### config.mk
export PLATFORM = sky130hd
export DESIGN_NAME = cdw_div
export DESIGN_NICKNAME = d
export VERILOG_FILES = /design/src/rtl/core/cdw_pkg.sv /design/src/rtl/core/cdw_div.sv
export SDC_FILE = /design/constraint.sdc
export NUM_CORES = 2
export LEC_CHECK = 0
export BUFFER_PORTS_ARGS = -buffer_cell sky130_fd_sc_hd__buf_4
export CAP_MARGIN = 20
export CORE_ASPECT_RATIO = 1.4
export CORE_MARGIN = 2
export CORE_UTILIZATION = 38
export DETAILED_ROUTE_END_ITERATION = 7
export HOLD_SLACK_MARGIN = 0.03
export MAX_ROUTING_LAYER = met4
export PLACE_DENSITY = 0.5
export SLEW_MARGIN = 5
export SYNTH_ARGS = -nofsm -noshare
export SYNTH_HDL_FRONTEND = slang
export SYNTH_SLANG_ARGS = --single-unit
### constraint.sdc
create_clock -name clk -period 2.9 [get_ports clk]
set_input_delay 0.145 -clock clk [delete_from_list [all_inputs] [get_ports clk]]
set_output_delay 0.145 -clock clk [all_outputs]
set_load 0.05 [all_outputs]
### src/rtl/core/cdw_pkg.sv
// Shared constants, types and fixed-point helpers for the concentric disk warp.
// No dependencies; every module of the block imports this package.
package cdw_pkg;

  localparam int SEED_BITS     = 16;
  localparam int OUT_FRAC_BITS = 15;
  localparam int WF            = 30;                 // working fraction bits
  localparam int Q_W           = WF + 1;             // Q.30 values up to 1.0
  localparam int MAJ_W         = SEED_BITS + 1;      // |2x-1| scaled, up to 2^SEED_BITS
  localparam int REM_W         = MAJ_W + 1;
  localparam int OUT_W         = OUT_FRAC_BITS + 2;
  localparam int DIV_STAGES    = WF + 1;
  localparam int ROUND_SH      = SEED_BITS + WF - OUT_FRAC_BITS;
  localparam int SIN_STEPS     = 3;
  localparam int COS_STEPS     = 4;

  localparam logic [Q_W-1:0] ONE_Q       = {1'b1, {WF{1'b0}}};
  localparam logic [Q_W-1:0] PI_OVER_4_Q = Q_W'(843314857);

  typedef logic [1:0] quad_t;
  localparam quad_t QUAD_E = 2'd0;
  localparam quad_t QUAD_N = 2'd1;
  localparam quad_t QUAD_W = 2'd2;
  localparam quad_t QUAD_S = 2'd3;

  typedef struct packed {
    logic [MAJ_W-1:0] umaj;
    quad_t            quad;
    logic             neg;
  } side_t;

  // Reciprocal constants: ceil(2^(WF+l)/d), l = ceil(log2(d)); exact for WF-bit dividends
  localparam logic [Q_W-1:0] M_72 = Q_W'(((64'd1 << (WF + 7)) + 64'd71) / 64'd72);
  localparam logic [Q_W-1:0] M_90 = Q_W'(((64'd1 << (WF + 7)) + 64'd89) / 64'd90);
  localparam logic [Q_W-1:0] M_42 = Q_W'(((64'd1 << (WF + 6)) + 64'd41) / 64'd42);
  localparam logic [Q_W-1:0] M_56 = Q_W'(((64'd1 << (WF + 6)) + 64'd55) / 64'd56);
  localparam logic [Q_W-1:0] M_20 = Q_W'(((64'd1 << (WF + 5)) + 64'd19) / 64'd20);
  localparam logic [Q_W-1:0] M_30 = Q_W'(((64'd1 << (WF + 5)) + 64'd29) / 64'd30);
  localparam logic [Q_W-1:0] M_6  = Q_W'(((64'd1 << (WF + 3)) + 64'd5) / 64'd6);
  localparam logic [Q_W-1:0] M_12 = Q_W'(((64'd1 << (WF + 4)) + 64'd11) / 64'd12);
  localparam logic [Q_W-1:0] M_2  = Q_W'(((64'd1 << (WF + 1)) + 64'd1) / 64'd2);

  localparam int K_72 = WF + 7;
  localparam int K_90 = WF + 7;

  localparam logic [Q_W-1:0] SIN_M [SIN_STEPS] = '{M_42, M_20, M_6};
  localparam int             SIN_K [SIN_STEPS] = '{WF + 6, WF + 5, WF + 3};
  localparam logic [Q_W-1:0] COS_M [COS_STEPS] = '{M_56, M_30, M_12, M_2};
  localparam int             COS_K [COS_STEPS] = '{WF + 6, WF + 5, WF + 4, WF + 1};

  // Q.30 product, truncated
  function automatic logic [Q_W-1:0] mulq(input logic [Q_W-1:0] a, input logic [Q_W-1:0] b);
    logic [2*Q_W-1:0] prod;
    prod = {{Q_W{1'b0}}, a} * {{Q_W{1'b0}}, b};
    return Q_W'(prod >> WF);
  endfunction

  // Truncated division of a WF-bit value by a constant, via its reciprocal
  function automatic logic [WF-1:0] cdiv(input logic [WF-1:0] x, input logic [Q_W-1:0] m,
                                         input int k);
    logic [WF+Q_W-1:0] prod;
    prod = {{Q_W{1'b0}}, x} * {{WF{1'b0}}, m};
    return WF'(prod >> k);
  endfunction

endpackage

### src/rtl/core/cdw_div.sv
// Pipelined restoring divider: ratio |minor|/major as Q.30, one quotient bit per stage.
// Depends on cdw_pkg.
module cdw_div import cdw_pkg::*; (
  input  logic                 clk,
  input  logic                 rst_n,
  input  logic                 en,
  input  logic                 in_valid,
  input  logic [MAJ_W-1:0]     in_um,
  input  side_t                in_side,
  output logic                 out_valid,
  output logic [Q_W-1:0]       out_u,
  output side_t                out_side
);

  logic                 v_r    [DIV_STAGES];
  logic [REM_W-1:0]     rem_r  [DIV_STAGES];
  logic [Q_W-1:0]       q_r    [DIV_STAGES];
  side_t                side_r [DIV_STAGES];

  logic                 v_nxt    [DIV_STAGES];
  logic [REM_W-1:0]     rem_nxt  [DIV_STAGES];
  logic [Q_W-1:0]       q_nxt    [DIV_STAGES];
  side_t                side_nxt [DIV_STAGES];

  for (genvar i = 0; i < DIV_STAGES; i++) begin : g_stage
    logic [REM_W-1:0] rem_in;
    logic [Q_W-1:0]   q_in;
    side_t            side_in;
    logic             bit_q;

    if (i == 0) begin : g_first
      always_comb begin
        rem_in      = {1'b0, in_um};
        q_in        = '0;
        side_in     = in_side;
        v_nxt[i]    = in_valid;
      end
    end else begin : g_next
      always_comb begin
        rem_in      = {rem_r[i-1][REM_W-2:0], 1'b0};
        q_in        = q_r[i-1];
        side_in     = side_r[i-1];
        v_nxt[i]    = v_r[i-1];
      end
    end

    always_comb begin
      bit_q       = (rem_in >= {1'b0, side_in.umaj});
      rem_nxt[i]  = bit_q ? rem_in - {1'b0, side_in.umaj} : rem_in;
      q_nxt[i]    = {q_in[Q_W-2:0], bit_q};
      side_nxt[i] = side_in;
    end

    always_ff @(posedge clk) begin
      if (!rst_n) begin
        v_r[i] <= 1'b0;
      end else if (en) begin
        v_r[i] <= v_nxt[i];
      end
    end

    always_ff @(posedge clk) begin
      if (en) begin
        rem_r[i]  <= rem_nxt[i];
        q_r[i]    <= q_nxt[i];
        side_r[i] <= side_nxt[i];
      end
    end
  end

  assign out_valid = v_r[DIV_STAGES-1];
  assign out_u     = q_r[DIV_STAGES-1];
  assign out_side  = side_r[DIV_STAGES-1];

endmodule

# ---- Word-level counts from Yosys, hierarchy flattened
# Memory sizes are Yosys's and may differ from the RTL's.
# Index checks and enable logic that the tools add are counted.
# W data, S select, Z words.
dict set report totals {
  ram_bits 2170
  romBits 0
  out_inout_bits 52
  mem_count 4
  latch_bits 0
  elab_cells 164
  ff_bits 0
}
dict set report op_classes {
  div 0
  mux 67
  order_cmp 31
  shifts 0
  reduce_logical 0
  n_eq_ne 0
  multipliers 0
  add_sub_neg 31
  n_bitwise 31
}
# memory words width rd rd_ports_with_merged_regs wr line_no
set memory_table {}
lappend memory_table {q_r 31 31 31 0 31 cdw_div.sv:17} ;# logic [Q_W-1:0] q_r [DIV_STAGES];
lappend memory_table {side_r 31 20 31 0 31 cdw_div.sv:18} ;# side_t side_r [DIV_STAGES];
lappend memory_table {rem_r 31 18 30 0 31 cdw_div.sv:16} ;# logic [REM_W-1:0] rem_r [DIV_STAGES];
lappend memory_table {v_r 31 1 31 0 31 cdw_div.sv:15} ;# logic v_r [DIV_STAGES];
# cell count
set ops {}
lappend ops {{$mux W18} 31}
lappend ops {{$ge A18 B17 Y1} 30}
lappend ops {{$sub A18 B17 Y18} 30}
lappend ops {{$mux W1} 36}
lappend ops {{$or A1 B1 Y1} 31}
lappend ops {{$sub A17 B17 Y18} 1}
lappend ops {{$ge A17 B17 Y1} 1}

# ---- Depth between registers and ports, before layout
dict set report depth {
  word_depth 4
  depth_mapped 14
  mapped_depth_nobuf 12
}

# ---- Worst setup path after synthesis
# OpenSTA, ideal clock, no wires.
dict set report synth_path {
  path_kind {input-to-reg}
  start {input port in_um[0]}
  end {memory rem_r[0][10] (netlist name) (data pin)}
  cell_stages 13
  required_time_ns 2.640
  setup_slack_ns -0.293
  arrival_time_ns 2.933
  path_buffers 1
  cell_sequence {inv_1 ha_1 inv_1 fa_1 a21oi_2 o21ai_1 a21oi_2 o21ai_2 a311o_2 a311o_2 a31oi_4 buf_12 mux2_4}
}
# item line_no
set synth_lines {}
lappend synth_lines {{start, declared} cdw_div.sv:8} ;# input logic [MAJ_W-1:0] in_um,
lappend synth_lines {{end, declared} cdw_div.sv:16}

==> qor.yml <==
vias: 49702
dieArea_sq_mm: 0.217
ff_latch_area_sq_mm: 0.0497
yosysSeqAreaShare: 0.614
firstDrtPassIters: 7
outcome: "complete, but fails checks"
cts-htree-levels: 4
min_period_ns: 2.93
tightest_slew_ns: 0.780
synth_ff_type: "edfxtp_1"
post-route-drc-count: 0
setup_viol: 12
final_nets: 7633
max_cap_viol_count: 0
place.port_buffers: 92
violations: "negative setup slack"
start_kind: "flop"
clk_pin_slew_worst_paths_ns: 0.06
rsz0062_at_grt: "yes"
relSlewSlack: 0.480
cts_num_sinks: 1657
netlist_area_sq_mm: 0.0810
syn_avg_cell_area_sq_um: 13.0
synth_area_leaders: "edfxtp_1 61%, ha_1 8.1%, mux2_2 3.2%"
p_leak_nw: 39.5
clk_latency_ns: 0.85
crit_slowest_cell: "edfxtp_1"
synth_edf_count: 1656
gr-total-overflow: 0
yosys.area.top_type: "edfxtp_1"
hold_viol: 0
crit_fanout: 2
r2r_cells: 10
ys_types: 92
post-synth-top-area-fraction: 0.614
ir_worst_vdd_v: 0.000582
fmax_ghz: 0.341
die_h_um: 550
wl_per_cell_um: 17.4
grt_pass1_wl_um: 272000
antenna_found_initial: 1
max_stage_delay_ns: 0.43
maxSlewViolCount: 0
ys_seq_elements: 1657
syn2layout_area_growth_pct: 20.6
routed_wl_um: 174000
clockBufferDepth: 4
hold_end: "rem_r[0][0]"
yosysMostFrequentCell: "edfxtp_1"
r2r_end: "rem_r[3][15]"
grt_max_degree: 136
min-delay-start: "in_um[0]"
core_area_sq_mm: 0.212
multi_input_area_sq_mm: 0.0295
start_util: 0.382
worstPathArrival_ns: 3.48
path_cells: "buf_4 > ha_1 > nor2b_1 > o31a_1 > o41a_1 > a21o_1 > a21o_1 > a311oi_2 > xnor2_1 > mux2_2"
drive_above_1_share: 0.195
hold_path.class: "primary input to flop"
clockRootBuffer: "clkbuf_16"
pin_count: 93
pre_cts_ws_ns: -0.337
required_ns: 3.45
grt_pass1_vias: 50819
detail-route-antenna-nets: 0
finalCritPeriodShare: 1.01
timing.final.ws_setup_ns: -0.0299
cts_buffers: 183
cts_tree: "yes"
synthesis.nets: 6829
whs_ns: 0.0572
async_flop_share: 0
vias_per_cell: 4.97
ys_warn_count: 0
fillerInstances: 19118
endpoint_kind: "flop"
die_x_um: 394
cp_common_cell: "a21o_1"
finalClockSkew_ns: 0.0572
synthTopCellsByCount: "1656 x edfxtp_1, 675 x inv_1, 526 x ha_1"
place_congestion: 0.843
powerDensity_mw_per_mm2: 1080
rows: 200
dpl.hpwl_um: 125000
grtUsageTotal: 0.161
drt_iter0_drc: 2202
ff2ff_setup_slack_ns: -0.03
timing.rr.start: "rem_r[2][0]"
worst_hold_path.num_cells: 4
criticalPathCategory: "flop to flop"
synthCells: 6232
final cells by class:
| type | count | area share |
|---|---|---|
| inverters | 676 | 0.0261 |
| repair buffers | 717 | 0.0637 |
| well taps | 2828 | 0.0362 |
| multi-input cells | 3800 | 0.302 |
| clock inverters | 113 | 0.0141 |
| clock buffers | 211 | 0.0488 |
| flip-flops and latches | 1657 | 0.509 |
| repair inverters | 1 | 0.0000768 |
| diodes | 1 | 0.0000256 |
where the power goes:
part | switching (mW) | internal (mW) | total (mW)
Clock | 9.60 | 14.4 | 24.0
Sequential | 3.06 | 34.0 | 37.0
Combinational | 22.3 | 22.1 | 44.4
registers in the layout, indices dropped and copies added (netlist names):
register  cells
side_r      620
rem_r       510
q_r         496
v_r          31
critical path, delay by kind of cell, from the launching register on:
family	cells	cell delay, ns
buf+inv	1	0.16
mux	1	0.27
flops	1	0.43
compound gates	5	1.28
fa+ha+maj	1	0.29
simple gates	1	0.15
xor+xnor	1	0.09
repair_timing:
action | 4_1_cts | 5_1_grt
cloned | 2 | 12
hold endpoints to repair | 336 | 1
hold buffers | 56 | 1
pin swaps | 12 | 95
buffers inserted | 15 | 58
resized for setup | 54 | 226
setup endpoints to repair | 199 | 362
worst max path at each step:
| stage | to | startpoint | cells after the start |
|---|---|---|---|
| final | rem_r[3][15] | rem_r[2][0] | 10 |
| after global routing | rem_r[3][15] | rem_r[2][0] | 10 |
| after CTS | rem_r[10][2] | side_r[0][185] | 11 |
| after detailed placement | rem_r[21][15] | rem_r[20][0] | 11 |
| after global placement | rem_r[21][15] | rem_r[20][0] | 11 |
| after floorplan | rem_r[10][10] | side_r[0][185] | 11 |
layer usage:
layer	GRT usage	wire length, um	up-vias
li1	-	-	24651
met3	0.0202	4730	341
met2	0.312	97500	593
met1	0.164	65600	24117
met4	0.0569	6120	0
met5	-	0	-
through the flow:
stage / instance area (sq um) / utilization / total power, mW / cells / setup TNS (ns)
after global routing: 97700 / 0.461 / 113 / 10004 / -2.95
after floorplan: 81200 / - / 65.3 / 6232 / -1.53
after global placement: 89200 / 0.421 / 78.8 / 9538 / -9.27
after detailed placement: 89200 / 0.421 / 79.2 / 9538 / -11.20
after CTS: 96200 / 0.454 / 104 / 9935 / -0.503
final: 97700 / 0.461 / 105 / 10004 / -0.143
cell families after synthesis:
logic type / synth area share
AOI/OAI and AO/OA: 0.113
adders and majority gates: 0.0886
muxes: 0.0369
buffers and inverters: 0.0364
DFF: 0.614
xor gates and xnor gates: 0.0398
and+or+nand+nor: 0.0716
placed cells by master, fill, tap and decap left out, drive strengths merged, types with 56 or more instances in the layout:
cell	instances
inv	679
nor2	351
clkinv	69
nand2b	77
xor2	151
nor2b	86
xnor2	217
a21oi	351
ha	526
edfxtp	1656
o21a	99
buf	651
and3	68
nor3	67
nand3	64
o21ai	363
mux2	239
nand4	75
nand2	282
dlygate4sd3	56
clkbuf	220
a21o	204
a31oi	73
Power figures use the tool's default switching activity.
